File: src/rtl/core/target_position_drive_controller_macros.svh
// Assertion macros used by the drive controller top level.
`ifndef TARGET_POSITION_DRIVE_CONTROLLER_MACROS_SVH
`define TARGET_POSITION_DRIVE_CONTROLLER_MACROS_SVH

// Same-cycle implication, disabled while in reset.
`define TPDC_ASSERT_NOW(label, ante, cons) \
  label: assert property (@(posedge clk) disable iff (!rst_n) (ante) |-> (cons)) \
    else $error("tpdc assertion failed");

// Next-cycle implication, disabled while in reset.
`define TPDC_ASSERT_NEXT(label, ante, cons) \
  label: assert property (@(posedge clk) disable iff (!rst_n) (ante) |=> (cons)) \
    else $error("tpdc assertion failed");

`endif

File: src/rtl/core/tpdc_pkg.sv
// Types and constants of the target position drive controller.
package tpdc_pkg;

  typedef struct packed {
    logic signed [23:0] position;
    logic               new_target;
    logic signed [23:0] target;
    logic [1:0]         set_mode;
  } in_beat_t;

  typedef struct packed {
    logic signed [15:0] command;
    logic               mode_now;
  } out_beat_t;

  typedef struct packed {
    logic        go;
    logic [23:0] m;
  } ramp_req_t;

  typedef enum logic [1:0] {
    ST_IDLE,
    ST_EVAL,
    ST_RAMP,
    ST_DONE
  } ctl_state_t;

  typedef enum logic [1:0] {
    R_IDLE,
    R_MUL,
    R_SUM,
    R_SCALE
  } ramp_state_t;

  localparam logic [1:0] REQ_CAL    = 2'd1;
  localparam logic [1:0] REQ_NORMAL = 2'd2;

  localparam logic [1:0] REG_BASE_DUTY    = 2'd0;
  localparam logic [1:0] REG_DEAD_BAND    = 2'd1;
  localparam logic [1:0] REG_TRAVEL_LIMIT = 2'd2;
  localparam logic [1:0] REG_SLOW_DRIVE   = 2'd3;

  localparam logic        MODE_CAL    = 1'b0;
  localparam logic        MODE_NORMAL = 1'b1;

  localparam logic [15:0] FULL_DRIVE  = 16'd254;
  localparam logic [14:0] MAG_SAT     = 15'd32767;

  localparam logic [15:0] RST_BASE_DUTY    = 16'd10289;
  localparam logic [15:0] RST_DEAD_BAND    = 16'd197;
  localparam logic [22:0] RST_TRAVEL_LIMIT = 23'd3932160;
  localparam logic [7:0]  RST_SLOW_DRIVE   = 8'd60;

endpackage

File: src/rtl/core/target_position_drive_controller.sv
// Top level of the target position drive controller.
//
// Usage:
//   Input channel (in_valid/in_stall/in_data) takes one beat per position
//   sample: position, optional new target, mode request. Each beat yields
//   exactly one result beat on out_valid/out_stall/out_data: the signed
//   PWM command and the mode in force after the sample.
//   Sequence: an accepted beat goes through EVAL, then DONE, where the
//   result is loaded into the output register and out_valid rises. A ramp
//   puts RAMP between them: the serial multiplier (one bit of the distance
//   per cycle), then sum and scale, then the handoff back to the control FSM.
//   Throughput: one sample at a time; in_stall is high from accept until
//   the result is loaded into the output register, and the next beat can be
//   accepted after that load. A result waiting on a stalled receiver does
//   not block the next sample from being accepted; only the load of the
//   following result waits, and in_stall stays high until it goes through.
//   Configuration: APB-style port, registers at byte addresses 0, 4, 8, 12
//   (base_duty, dead_band, travel_limit, slow_drive). pready is always high.
//   Reset (rst_n low, synchronous): calibrate mode, all tracking state and
//   held command zero, registers to their defaults, output empty.
`include "target_position_drive_controller_macros.svh"

module target_position_drive_controller #(
  parameter int FRAC_BITS = 16
) (
  input  logic                 clk,
  input  logic                 rst_n,
  input  logic                 in_valid,
  output logic                 in_stall,
  input  tpdc_pkg::in_beat_t   in_data,
  output logic                 out_valid,
  input  logic                 out_stall,
  output tpdc_pkg::out_beat_t  out_data,
  input  logic                 psel,
  input  logic                 penable,
  input  logic                 pwrite,
  input  logic [3:0]           paddr,
  input  logic [31:0]          pwdata,
  output logic [31:0]          prdata,
  output logic                 pready
);
  import tpdc_pkg::*;

  // thresholds in distance units
  localparam logic [27:0] ONE     = 28'd1 << FRAC_BITS;
  localparam logic [33:0] TGT_LIM = 34'd299 << FRAC_BITS;

  // config registers
  logic [15:0] base_duty_r, dead_band_r;
  logic [22:0] travel_limit_r;
  logic [7:0]  slow_drive_r;

  // control and tracking state
  ctl_state_t         state_r, state_nxt;
  in_beat_t           in_r;
  logic               run_mode_r, run_mode_nxt;
  logic signed [23:0] target_now_r, target_now_nxt;
  logic signed [23:0] target_good_r, target_good_nxt;
  logic [23:0]        peak_r, peak_nxt;
  logic signed [23:0] last_pos_r, last_pos_nxt;
  logic [31:0]        travel_r, travel_nxt;
  logic signed [15:0] held_r, held_nxt;
  logic               neg_r, neg_nxt;
  out_beat_t          out_r, out_nxt;
  logic               out_valid_r, out_valid_nxt;

  ramp_req_t   ramp_req;
  logic        ramp_done;
  logic [14:0] ramp_mag;

  // evaluation datapath
  logic               mode_v;
  logic signed [23:0] tgt_v;
  logic signed [24:0] delta;
  logic [23:0]        ad;
  logic [23:0]        pk;
  logic [24:0]        move_diff;
  logic [23:0]        move;
  logic [32:0]        travel_sum;
  logic [31:0]        travel_sat;
  logic               load_out;
  logic               cfg_wr;

  tpdc_ramp #(.FRAC_BITS(FRAC_BITS)) u_ramp (
    .clk       (clk),
    .rst_n     (rst_n),
    .req       (ramp_req),
    .base_duty (base_duty_r),
    .done      (ramp_done),
    .mag       (ramp_mag)
  );

  // ---- configuration port ----
  assign pready = 1'b1;
  assign cfg_wr = psel & penable & pwrite;

  always_ff @(posedge clk) begin
    if (!rst_n) begin
      base_duty_r    <= RST_BASE_DUTY;
      dead_band_r    <= RST_DEAD_BAND;
      travel_limit_r <= RST_TRAVEL_LIMIT;
      slow_drive_r   <= RST_SLOW_DRIVE;
    end else if (cfg_wr) begin
      case (paddr[3:2])
        REG_BASE_DUTY:    base_duty_r    <= pwdata[15:0];
        REG_DEAD_BAND:    dead_band_r    <= pwdata[15:0];
        REG_TRAVEL_LIMIT: travel_limit_r <= pwdata[22:0];
        REG_SLOW_DRIVE:   slow_drive_r   <= pwdata[7:0];
        default: ;
      endcase
    end
  end

  always_comb begin
    case (paddr[3:2])
      REG_BASE_DUTY:    prdata = {16'd0, base_duty_r};
      REG_DEAD_BAND:    prdata = {16'd0, dead_band_r};
      REG_TRAVEL_LIMIT: prdata = {9'd0, travel_limit_r};
      REG_SLOW_DRIVE:   prdata = {24'd0, slow_drive_r};
      default:          prdata = 32'd0;
    endcase
  end

  // ---- handshake ----
  assign in_stall  = (state_r != ST_IDLE);
  assign out_valid = out_valid_r;
  assign out_data  = out_r;
  assign load_out  = (state_r == ST_DONE) && (!out_valid_r || !out_stall);

  // ---- evaluation terms (from the latched beat) ----
  always_comb begin
    mode_v = run_mode_r;
    if (in_r.set_mode == REQ_CAL) mode_v = MODE_CAL;
    else if (in_r.set_mode == REQ_NORMAL) mode_v = MODE_NORMAL;
    tgt_v      = in_r.new_target ? in_r.target : target_now_r;
    delta      = {tgt_v[23], tgt_v} - {in_r.position[23], in_r.position};
    ad         = delta[24] ? 24'(-delta) : delta[23:0];
    pk         = (ad > peak_r) ? ad : peak_r;
    move_diff  = {in_r.position[23], in_r.position} - {last_pos_r[23], last_pos_r};
    move       = move_diff[24] ? 24'(-move_diff) : move_diff[23:0];
    travel_sum = {1'b0, travel_r} + {9'd0, move};
    travel_sat = travel_sum[32] ? 32'hFFFF_FFFF : travel_sum[31:0];
  end

  always_ff @(posedge clk) begin
    if (!rst_n) begin
      state_r       <= ST_IDLE;
      run_mode_r    <= MODE_CAL;
      target_now_r  <= '0;
      target_good_r <= '0;
      peak_r        <= '0;
      last_pos_r    <= '0;
      travel_r      <= '0;
      held_r        <= '0;
      out_valid_r   <= 1'b0;
    end else begin
      state_r       <= state_nxt;
      run_mode_r    <= run_mode_nxt;
      target_now_r  <= target_now_nxt;
      target_good_r <= target_good_nxt;
      peak_r        <= peak_nxt;
      last_pos_r    <= last_pos_nxt;
      travel_r      <= travel_nxt;
      held_r        <= held_nxt;
      out_valid_r   <= out_valid_nxt;
    end
    if (in_valid && !in_stall) in_r <= in_data;
    neg_r <= neg_nxt;
    out_r <= out_nxt;
  end

  always_comb begin
    state_nxt       = state_r;
    run_mode_nxt    = run_mode_r;
    target_now_nxt  = target_now_r;
    target_good_nxt = target_good_r;
    peak_nxt        = peak_r;
    last_pos_nxt    = last_pos_r;
    travel_nxt      = travel_r;
    held_nxt        = held_r;
    neg_nxt         = neg_r;
    out_nxt         = out_r;
    out_valid_nxt   = out_valid_r && out_stall;
    ramp_req.go     = 1'b0;
    ramp_req.m      = ad;

    case (state_r)
      ST_IDLE: begin
        if (in_valid) state_nxt = ST_EVAL;
      end
      ST_EVAL: begin
        state_nxt    = ST_DONE;
        run_mode_nxt = mode_v;
        if (mode_v == MODE_CAL) begin
          // calibrate: clear tracking, repeat held command
          target_now_nxt = '0;
          peak_nxt       = '0;
          last_pos_nxt   = '0;
          travel_nxt     = '0;
        end else if (tgt_v[23]) begin
          target_now_nxt = tgt_v;
          held_nxt       = '0;
        end else if (34'(tgt_v) * 34'd100 > TGT_LIM) begin
          // out-of-range target: restore last good one
          target_now_nxt = target_good_r;
        end else begin
          target_now_nxt  = tgt_v;
          target_good_nxt = tgt_v;
          peak_nxt        = pk;
          neg_nxt         = delta[24];
          if (delta != '0 && !(ad < {8'd0, dead_band_r})) begin
            if (28'd5 * 28'(pk) > (ONE << 1)) begin
              if (28'd5 * 28'(ad) + ONE > 28'd5 * 28'(pk)) begin
                ramp_req.go = 1'b1;
                ramp_req.m  = pk - ad;
                state_nxt   = ST_RAMP;
              end else if (28'd5 * 28'(ad) < ONE) begin
                ramp_req.go = 1'b1;
                ramp_req.m  = ad;
                state_nxt   = ST_RAMP;
              end else begin
                held_nxt = delta[24] ? -$signed(FULL_DRIVE) : $signed(FULL_DRIVE);
              end
            end else begin
              held_nxt = delta[24] ? -$signed({8'd0, slow_drive_r})
                                   : $signed({8'd0, slow_drive_r});
            end
          end else begin
            // on target or inside the dead band: stop, count travel
            held_nxt = '0;
            if (in_r.position != last_pos_r) begin
              travel_nxt   = travel_sat;
              last_pos_nxt = in_r.position;
              peak_nxt     = ad;
              if (travel_sat > {9'd0, travel_limit_r}) run_mode_nxt = MODE_CAL;
            end
          end
        end
      end
      ST_RAMP: begin
        if (ramp_done) begin
          held_nxt  = neg_r ? -$signed({1'b0, ramp_mag}) : $signed({1'b0, ramp_mag});
          state_nxt = ST_DONE;
        end
      end
      ST_DONE: begin
        if (load_out) begin
          out_nxt.command  = held_r;
          out_nxt.mode_now = run_mode_r;
          out_valid_nxt    = 1'b1;
          state_nxt        = ST_IDLE;
        end
      end
      default: state_nxt = ST_IDLE;
    endcase
  end

  // ---- assertions ----
  `TPDC_ASSERT_NEXT(a_accept_eval, in_valid && !in_stall, state_r == ST_EVAL)
  `TPDC_ASSERT_NOW(a_ramp_done_in_ramp, ramp_done, state_r == ST_RAMP)
  `TPDC_ASSERT_NEXT(a_load_valid, load_out, out_valid_r && out_data.mode_now == run_mode_r)
  `TPDC_ASSERT_NEXT(a_held_kept, out_valid_r && out_stall && state_r != ST_DONE, out_valid_r)

endmodule

File: src/rtl/core/tpdc_ramp.sv
// Bit-serial ramp magnitude unit: trunc(255*(b + 5*(1-b)*m)), saturated.
module tpdc_ramp #(
  parameter int FRAC_BITS = 16
) (
  input  logic                clk,
  input  logic                rst_n,
  input  tpdc_pkg::ramp_req_t req,
  input  logic [15:0]         base_duty,
  output logic                done,
  output logic [14:0]         mag
);
  import tpdc_pkg::*;

  localparam int SHIFT = 16 + FRAC_BITS;

  ramp_state_t state_r, state_nxt;
  logic [40:0] p_r, p_nxt;
  logic [4:0]  cnt_r, cnt_nxt;
  logic [44:0] x_r, x_nxt;
  logic [14:0] mag_r, mag_nxt;
  logic        done_r, done_nxt;

  logic [16:0] kb;
  logic [17:0] hi_sum;
  logic [52:0] num;
  logic [52:0] sh;

  assign kb     = 17'h10000 - {1'b0, base_duty};
  assign hi_sum = {1'b0, p_r[40:24]} + (p_r[0] ? {1'b0, kb} : 18'd0);
  assign num    = {x_r, 8'd0} - {8'd0, x_r};
  assign sh     = num >> SHIFT;

  always_ff @(posedge clk) begin
    if (!rst_n) begin
      state_r <= R_IDLE;
      done_r  <= 1'b0;
    end else begin
      state_r <= state_nxt;
      done_r  <= done_nxt;
    end
    p_r   <= p_nxt;
    cnt_r <= cnt_nxt;
    x_r   <= x_nxt;
    mag_r <= mag_nxt;
  end

  always_comb begin
    state_nxt = state_r;
    p_nxt     = p_r;
    cnt_nxt   = cnt_r;
    x_nxt     = x_r;
    mag_nxt   = mag_r;
    done_nxt  = 1'b0;
    case (state_r)
      R_IDLE: begin
        if (req.go) begin
          p_nxt     = {17'd0, req.m};
          cnt_nxt   = 5'd0;
          state_nxt = R_MUL;
        end
      end
      R_MUL: begin
        // one multiplier bit per cycle, product shifts right
        p_nxt   = {hi_sum, p_r[23:1]};
        cnt_nxt = cnt_r + 5'd1;
        if (cnt_r == 5'd23) state_nxt = R_SUM;
      end
      R_SUM: begin
        x_nxt     = (45'(base_duty) << FRAC_BITS) + {2'd0, p_r, 2'd0} + {4'd0, p_r};
        state_nxt = R_SCALE;
      end
      R_SCALE: begin
        mag_nxt   = (sh > 53'(MAG_SAT)) ? MAG_SAT : sh[14:0];
        done_nxt  = 1'b1;
        state_nxt = R_IDLE;
      end
      default: state_nxt = R_IDLE;
    endcase
  end

  assign done = done_r;
  assign mag  = mag_r;

endmodule

File: config.mk
export PLATFORM = sky130hd
export DESIGN_NAME = target_position_drive_controller
export DESIGN_NICKNAME = d
export VERILOG_FILES = /design/src/rtl/core/tpdc_pkg.sv /design/src/rtl/core/target_position_drive_controller.sv /design/src/rtl/core/tpdc_ramp.sv
export VERILOG_INCLUDE_DIRS = /design/src /design/src/rtl/core
export SDC_FILE = /design/constraint.sdc
export NUM_CORES = 2
export LEC_CHECK = 0
export BUFFER_PORTS_ARGS = -buffer_cell sky130_fd_sc_hd__buf_2
export CAP_MARGIN = 20
export CORE_UTILIZATION = 35
export CTS_BUF_LIST = sky130_fd_sc_hd__clkbuf_16
export CTS_CLUSTER_SIZE = 24
export DETAILED_ROUTE_END_ITERATION = 10
export REMOVE_ABC_BUFFERS = 1
export SLEW_MARGIN = 20
export SYNTH_ARGS = -nofsm -noshare
export SYNTH_HDL_FRONTEND = slang
export SYNTH_SLANG_ARGS = --single-unit
File: constraint.sdc
create_clock -name clk -period 12.2 [get_ports clk]
set_input_delay 0.61 -clock clk [delete_from_list [all_inputs] [get_ports clk]]
set_output_delay 0.61 -clock clk [all_outputs]
set_load 0.01 [all_outputs]
Word level (Yosys, flattened, before mapping) --
Index checks and enable logic that the tools add are counted.
Word-level totals: bits in latches 0, memories 0, ROM bits 0, bits in writable memories 0, register bits after elaboration 389, input bits 94, logic and storage cells 185, output and inout port bits 52
Cells by class: equality and inequality tests 26, shift-type cells 0, bitwise operators 4, divide/modulo/power cells 0, muxes and demuxes 74, $mul 3, add/subtract/negate cells 15, reduce and logical (&&, ||, !) cells 29, $lt $le $gt $ge 8
Operators with widths (number):
- $mux 24 | 17
- $mux 25 | 8
- $mux 32 | 6
- $mux 16 | 11
- $pmux 32 s4 | 1
- $pmux 41 s2 | 1
- $mul 3x24->27 const A | 2
- $sub 53x45->53 | 1
- $sub 24x24->25 | 2
- $neg 24->24 | 2
- $add 45x41->45 | 1
- $add 32x43->44 | 1
- $mux 41 | 1
- $gt 34x25->1 const B | 1
- $mul 34x5->32 const B | 1
- $add 32x24->33 | 1
- $gt 32x23->1 | 1
- $pmux 16 s2 | 1
- $add 27x17->28 const B | 1
- $gt 28x27->1 | 1
- $gt 27x18->1 const B | 1
- $lt 27x17->1 const B | 1
- $reduce_bool 25->1 | 1
- $gt 24x24->1 | 1
- 34 further kinds | 94

Logic depth before layout (Yosys ltp) --
depth in word-level cells 17, depth in mapped cells 56

By module --
From an unflattened synthesis, not the netlist that was laid out.
Second synthesis, totals: cells, all modules 4255, area total of the unflattened synthesis 35886.9 µm²
By module, submodules not included:
- target_position_drive_controller | area each 25836.0 µm², cells each 3180, seq. area each 6296.0 µm², times used 1
- tpdc_ramp | area each 10050.9 µm², cells each 1075, seq. area each 3243.1 µm², times used 1

Worst setup path before layout --
OpenSTA, ideal clock, no wires.
kind register to register, start reg in_r[26] in the netlist's numbering, end reg u_ramp.cnt_r[0] (enable), cell stages (with the launch flop) 52, clock period less this slack 12.798 ns, path buffers 6, slack -0.598 ns, arrival time 11.970 ns, cell sequence edfxtp_1 clkbuf_1 buf_1 mux2_2 ha_1 o21ai_0 a21oi_1 o2111ai_2 a211o_1 and2b_4 xnor2_2 or4_1 buf_2 or4_4 nand2_1 xnor2_1 inv_1 ha_1 (+16 left out) a21oi_1 o21ai_0 a21boi_0 o21ai_0 o21ai_0 a31oi_1 o21bai_1 a21o_1 xnor2_1 ha_1 a21o_1 a211o_1 o32ai_1 a221oi_1 o2111a_1 nor2b_1 nand3_1 o21ai_0
On the way: word-level cells in the longest chain between the ends 17
RTL lines:
- start, declared | RTL line target_position_drive_controller.sv:55 | in_beat_t in_r;
- start signal, assigned | RTL line target_position_drive_controller.sv:167 | if (in_valid && !in_stall) in_r <= in_data;
- $mux 24 (*) | RTL line target_position_drive_controller.sv:135 | tgt_v = in_r.new_target ? in_r.target : target_now_r;
- $sub 24x24->25 | RTL line target_position_drive_controller.sv:136 | delta = {tgt_v[23], tgt_v} - {in_r.position[23], in_r.position};
- $neg 24->24 | RTL line target_position_drive_controller.sv:137 | ad = delta[24] ? 24'(-delta) : delta[23:0];
- $mux 24 | RTL line target_position_drive_controller.sv:137
- $gt 24x24->1 | RTL line target_position_drive_controller.sv:138 | pk = (ad > peak_r) ? ad : peak_r;
- $mux 24 | RTL line target_position_drive_controller.sv:138
- $mul 3x24->27 | RTL line target_position_drive_controller.sv:212, target_position_drive_controller.sv:213
- $gt 28x27->1 | RTL line target_position_drive_controller.sv:213 | if (28'd5 * 28'(ad) + ONE > 28'd5 * 28'(pk)) begin
- $mux 25 | RTL line target_position_drive_controller.sv:213
- $mux 25 | RTL line target_position_drive_controller.sv:212 | if (28'd5 * 28'(pk) > (ONE << 1)) begin
- $mux 25 | RTL line target_position_drive_controller.sv:211 | if (delta != '0 && !(ad < {8'd0, dead_band_r})) begin
- $mux 25 | RTL line target_position_drive_controller.sv:203 | end else if (34'(tgt_v) * 34'd100 > TGT_LIM) begin
- $mux 25 (*) | RTL line target_position_drive_controller.sv:200 | end else if (tgt_v[23]) begin
- $mux 25 (*) | RTL line target_position_drive_controller.sv:194 | if (mode_v == MODE_CAL) begin
- $mux 25 (*) | RTL line target_position_drive_controller.sv:187 | case (state_r)
- $ne 2x2->1 (no source line) (*)
- $reduce_and 2->1 (no source line) (*)
- end signal, assigned | RTL line tpdc_ramp.sv:42 | cnt_r <= cnt_nxt;
- end, declared | RTL line tpdc_ramp.sv:18 | logic [4:0] cnt_r, cnt_nxt;
Mark *: on every way between the ends. The rest lies on a longest branch, timed or not. A chain may end at the register's enable or synchronous reset.

Worst setup path after layout --
start reg in_r[26] in the netlist's numbering, end reg u_ramp.p_r[4] (enable)
On the way: word-level cells in the longest chain between the ends 17
RTL lines:
- $mux 24 (*) | RTL line target_position_drive_controller.sv:135
- $sub 24x24->25 | RTL line target_position_drive_controller.sv:136
- $neg 24->24 | RTL line target_position_drive_controller.sv:137
- $mux 24 | RTL line target_position_drive_controller.sv:137
- $gt 24x24->1 | RTL line target_position_drive_controller.sv:138
- $mux 24 | RTL line target_position_drive_controller.sv:138
- $mul 3x24->27 | RTL line target_position_drive_controller.sv:212, target_position_drive_controller.sv:213
- $gt 28x27->1 | RTL line target_position_drive_controller.sv:213
- $mux 25 | RTL line target_position_drive_controller.sv:213
- $mux 25 | RTL line target_position_drive_controller.sv:212
- $mux 25 | RTL line target_position_drive_controller.sv:211
- $mux 25 | RTL line target_position_drive_controller.sv:203
- $mux 25 (*) | RTL line target_position_drive_controller.sv:200
- $mux 25 (*) | RTL line target_position_drive_controller.sv:194
- $mux 25 (*) | RTL line target_position_drive_controller.sv:187
- $ne 2x2->1 (no source line) (*)
- $reduce_and 2->1 (no source line) (*)
- end signal, assigned | RTL line tpdc_ramp.sv:41 | p_r <= p_nxt;
- end, declared | RTL line tpdc_ramp.sv:17 | logic [40:0] p_r, p_nxt;
Marked as above.

==> impl_metrics.tcl <==
set metrics [dict create \
    grt_pass1_vias 27880 \
    overflow 0 \
    start_util_pct 35.45 \
    cts-root-buf "clkbuf_16" \
    grt_max_degree 63 \
    gp_congestion 0.9231 \
    synthesis.area_sq_um 34440 \
    cts_sinks 389 \
    synth_edf_count 175 \
    end_kind "flop" \
    worstHoldPathType "in2reg" \
    ys_types 107 \
    dpl.hpwl_mm 77.57 \
    viasPerCell 5.357 \
    numCtsBuffers 48 \
    die_y_microns 315.7 \
    syn_avg_cell_area_sq_um 8.418 \
    clk_latency_ps 600 \
    drv_slew 0 \
    crit_slowest_cell "or4_1" \
    min_period_ps 11640 \
    status "completed" \
    port_buffers 124 \
    htreeDepth 2 \
    core_sq_um 97140 \
    cp.arrival_ps 11980 \
    cpMostUsedCell "ha_1" \
    drc 0 \
    grtUsageTotal_pct 19.17 \
    die_area_sq_um 99650 \
    rows 114 \
    wl_per_cell_microns 17.48 \
    grt_pass1_wl_mm 152.2 \
    fp.dieW_microns 315.7 \
    ys_ff_latch 389 \
    synth-async-reset-ratio_pct 0 \
    synth_top_area_share_pct 16.71 \
    worstPathRequired_ps 12540 \
    synth_warnings 0 \
    num_vias 29760 \
    drive_gt1_share_pct 9.729 \
    finalClockSkew_ps 26.03 \
    slowest_delay_ps 560 \
    max_freq_mhz 85.95 \
    cap_violations 0 \
    finalHoldViolCount 0 \
    worstMarginPinSlew_ps 936.7 \
    grt_antenna_before_repair 3 \
    setup_violations 0 \
    syn_to_final_growth_pct 11.91 \
    io_pins 146 \
    cp_max_fo 20 \
    min_period_over_period_pct 95.37 \
    critPathLaunchType "flop" \
    fin_nets 4822 \
    postSynthCellCount 4091 \
    drt_iter0_drc 2079 \
    ys_seq_area_share_pct 27.70 \
    dr.pass1.iters 7 \
    crit_type "reg2reg" \
    routed_wl_mm 97.10 \
    clk_pin_slew_ps 60 \
    tns_ps 0 \
    ant_nets 0 \
    clock_path_buffers 3 \
    relSlewSlack_pct 36.89 \
    synth_ff_type "dfxtp_1" \
    cts_tree "done" \
    netlist.top_cell.by_area "ha_1" \
    synth.area.top_cells "ha_1, edfxtp_1, dfxtp_1" \
]
==> Yosys cell counts (all sizes together) (32+ instances only) <==
cell type  instances
nand2            369
o211ai            32
buf               41
a211oi            73
edfxtp           175
mux2              36
nor2             306
nor3              77
mux2i             39
a21o             104
nand2b            51
fa                32
dfxtp            214
xnor2            179
a21oi            330
nand4             40
ha               460
o21bai            34
xor2              92
nor2b             48
clkbuf            79
o21ai            247
and3              34
o21a              47
inv              423
nand3             94
and2              49
==> layout by cell type, fill, tap and decap left out, types with 12 or more instances in the layout <==
cell type  Yosys  routed
ha_1         460     458
inv_1        422     434
nand2_1      368     368
a21oi_1      328     324
nor2_1       305     305
o21ai_0      229     222
dfxtp_1      214     214
xnor2_1      177     177
edfxtp_1     175     175
buf_2         14     124
a21o_1       104     104
nand3_1       93      93
xor2_1        92      92
buf_4         15      77
nor3_1        75      72
a211oi_1      69      68
clkbuf_16      0      52
nand2b_1      51      51
and2_1        49      48
nor2b_1       48      47
o21a_1        47      47
nand4_1       39      39
mux2i_1       39      38
mux2_2        36      36
o21bai_1      33      33
and3_1        33      33
o211ai_1      32      32
fa_1          32      32
a31oi_1       29      28
a22o_1        24      24
nor4_1        24      23
or2_2         22      22
o21ai_1       17      20
o31ai_1       19      19
or3_1         18      18
o2bb2ai_1     18      18
nand3b_1      15      15
nor3b_1       14      13
a41oi_1       12      12
a22oi_1       12      12
==> cells by family after synthesis <==
group	after synthesis	share of synthesized area (%)
AND/OR/NAND/NOR	1196	16.74
buffers and inverters	544	6.187
adder cells (fa/ha/maj)	493	18.60
AO/OA/AOI/OAI	1113	20.98
XOR/XNOR	271	6.936
multiplexers	83	2.834
flip-flops	389	27.70
other	2	0.02181
==> final timing paths <==
kind	start	to	slack, ps	cells after the start
max	in_r[26]	u_ramp.p_r[4]	560	47
min	in_data[1]	in_r[1]	180	1
max reg2reg	in_r[26]	u_ramp.p_r[4]	560	47
min reg2reg	held_r[4]	out_data[5]	430	0
==> sequential cells by signal, summed over array words and instances, names as in the netlist, 5 cells and up <==
| register | cells |
|---|---|
| in_r | 51 |
| held_r | 16 |
| u_ramp.p_r | 41 |
| base_duty_r | 16 |
| target_good_r | 24 |
| slow_drive_r | 8 |
| dead_band_r | 16 |
| u_ramp.cnt_r | 5 |
| u_ramp.mag | 15 |
| peak_r | 24 |
| travel_r | 32 |
| u_ramp.x_r | 45 |
| out_data | 17 |
| last_pos_r | 24 |
| target_now_r | 24 |
| travel_limit_r | 23 |
==> cell type report <==
cell class                      instances  area (sq um)
Multi-Input combinational cell       3167         22950
Timing Repair inverter                  1         7.507
Timing Repair Buffer                  205          1270
Inverter                              424          1597
Antenna cell                            3         7.507
Clock inverter                         38         274.0
Tap cell                             1276          1597
Fill cell                            9765         58600
Clock buffer                           52          1301
Sequential cell                       389          9539
==> critical path: cells and delay by family (launching register included) <==
| family | cells | cell delay (ps) |
|---|---|---|
| compound gates | 20 | 4660 |
| simple gates | 11 | 2420 |
| fa+ha+maj | 6 | 1790 |
| xor+xnor | 3 | 520 |
| flops | 1 | 410 |
| buf+inv | 6 | 1120 |
| mux | 1 | 430 |
==> timing repair <==
item / in CTS / in global routing
resized for setup: 0 / 31
buffers inserted: 0 / 6
hold buffers: 0 / 0
endpoints found under the setup margin: 0 / 89
==> metal layers <==
layer | up-vias | GRT usage [%] | part of all wire, %
met3 | 146 | 2.676 | 5.8
met5 | - | 0 | 0.013
met2 | 774 | 30.04 | 44
li1 | 14920 | - | -
met1 | 13920 | 26.98 | 48
met4 | 2 | 6.214 | 3.0
==> through the flow <==
| step | setup WS [ps] | instance area (sq um) | hold WS, ps | std cells | util [%] |
|---|---|---|---|---|---|
| after floorplan | -713.5 | 33930 | 403.0 | 3980 | - |
| after global placement | 252.4 | 36790 | 417.0 | 5455 | 37.87 |
| after detailed placement | 217.0 | 36790 | 419.1 | 5455 | 37.88 |
| after CTS | 140.9 | 38370 | 140.5 | 5545 | 39.50 |
| after global routing | -42.76 | 38530 | 147.3 | 5552 | 39.67 |
| final | 564.7 | 38540 | 181.8 | 5555 | 39.68 |
Power is left out: the tool's default activity adds up to more than one toggle a clock period on the data nets, which glitch-free logic cannot reach.
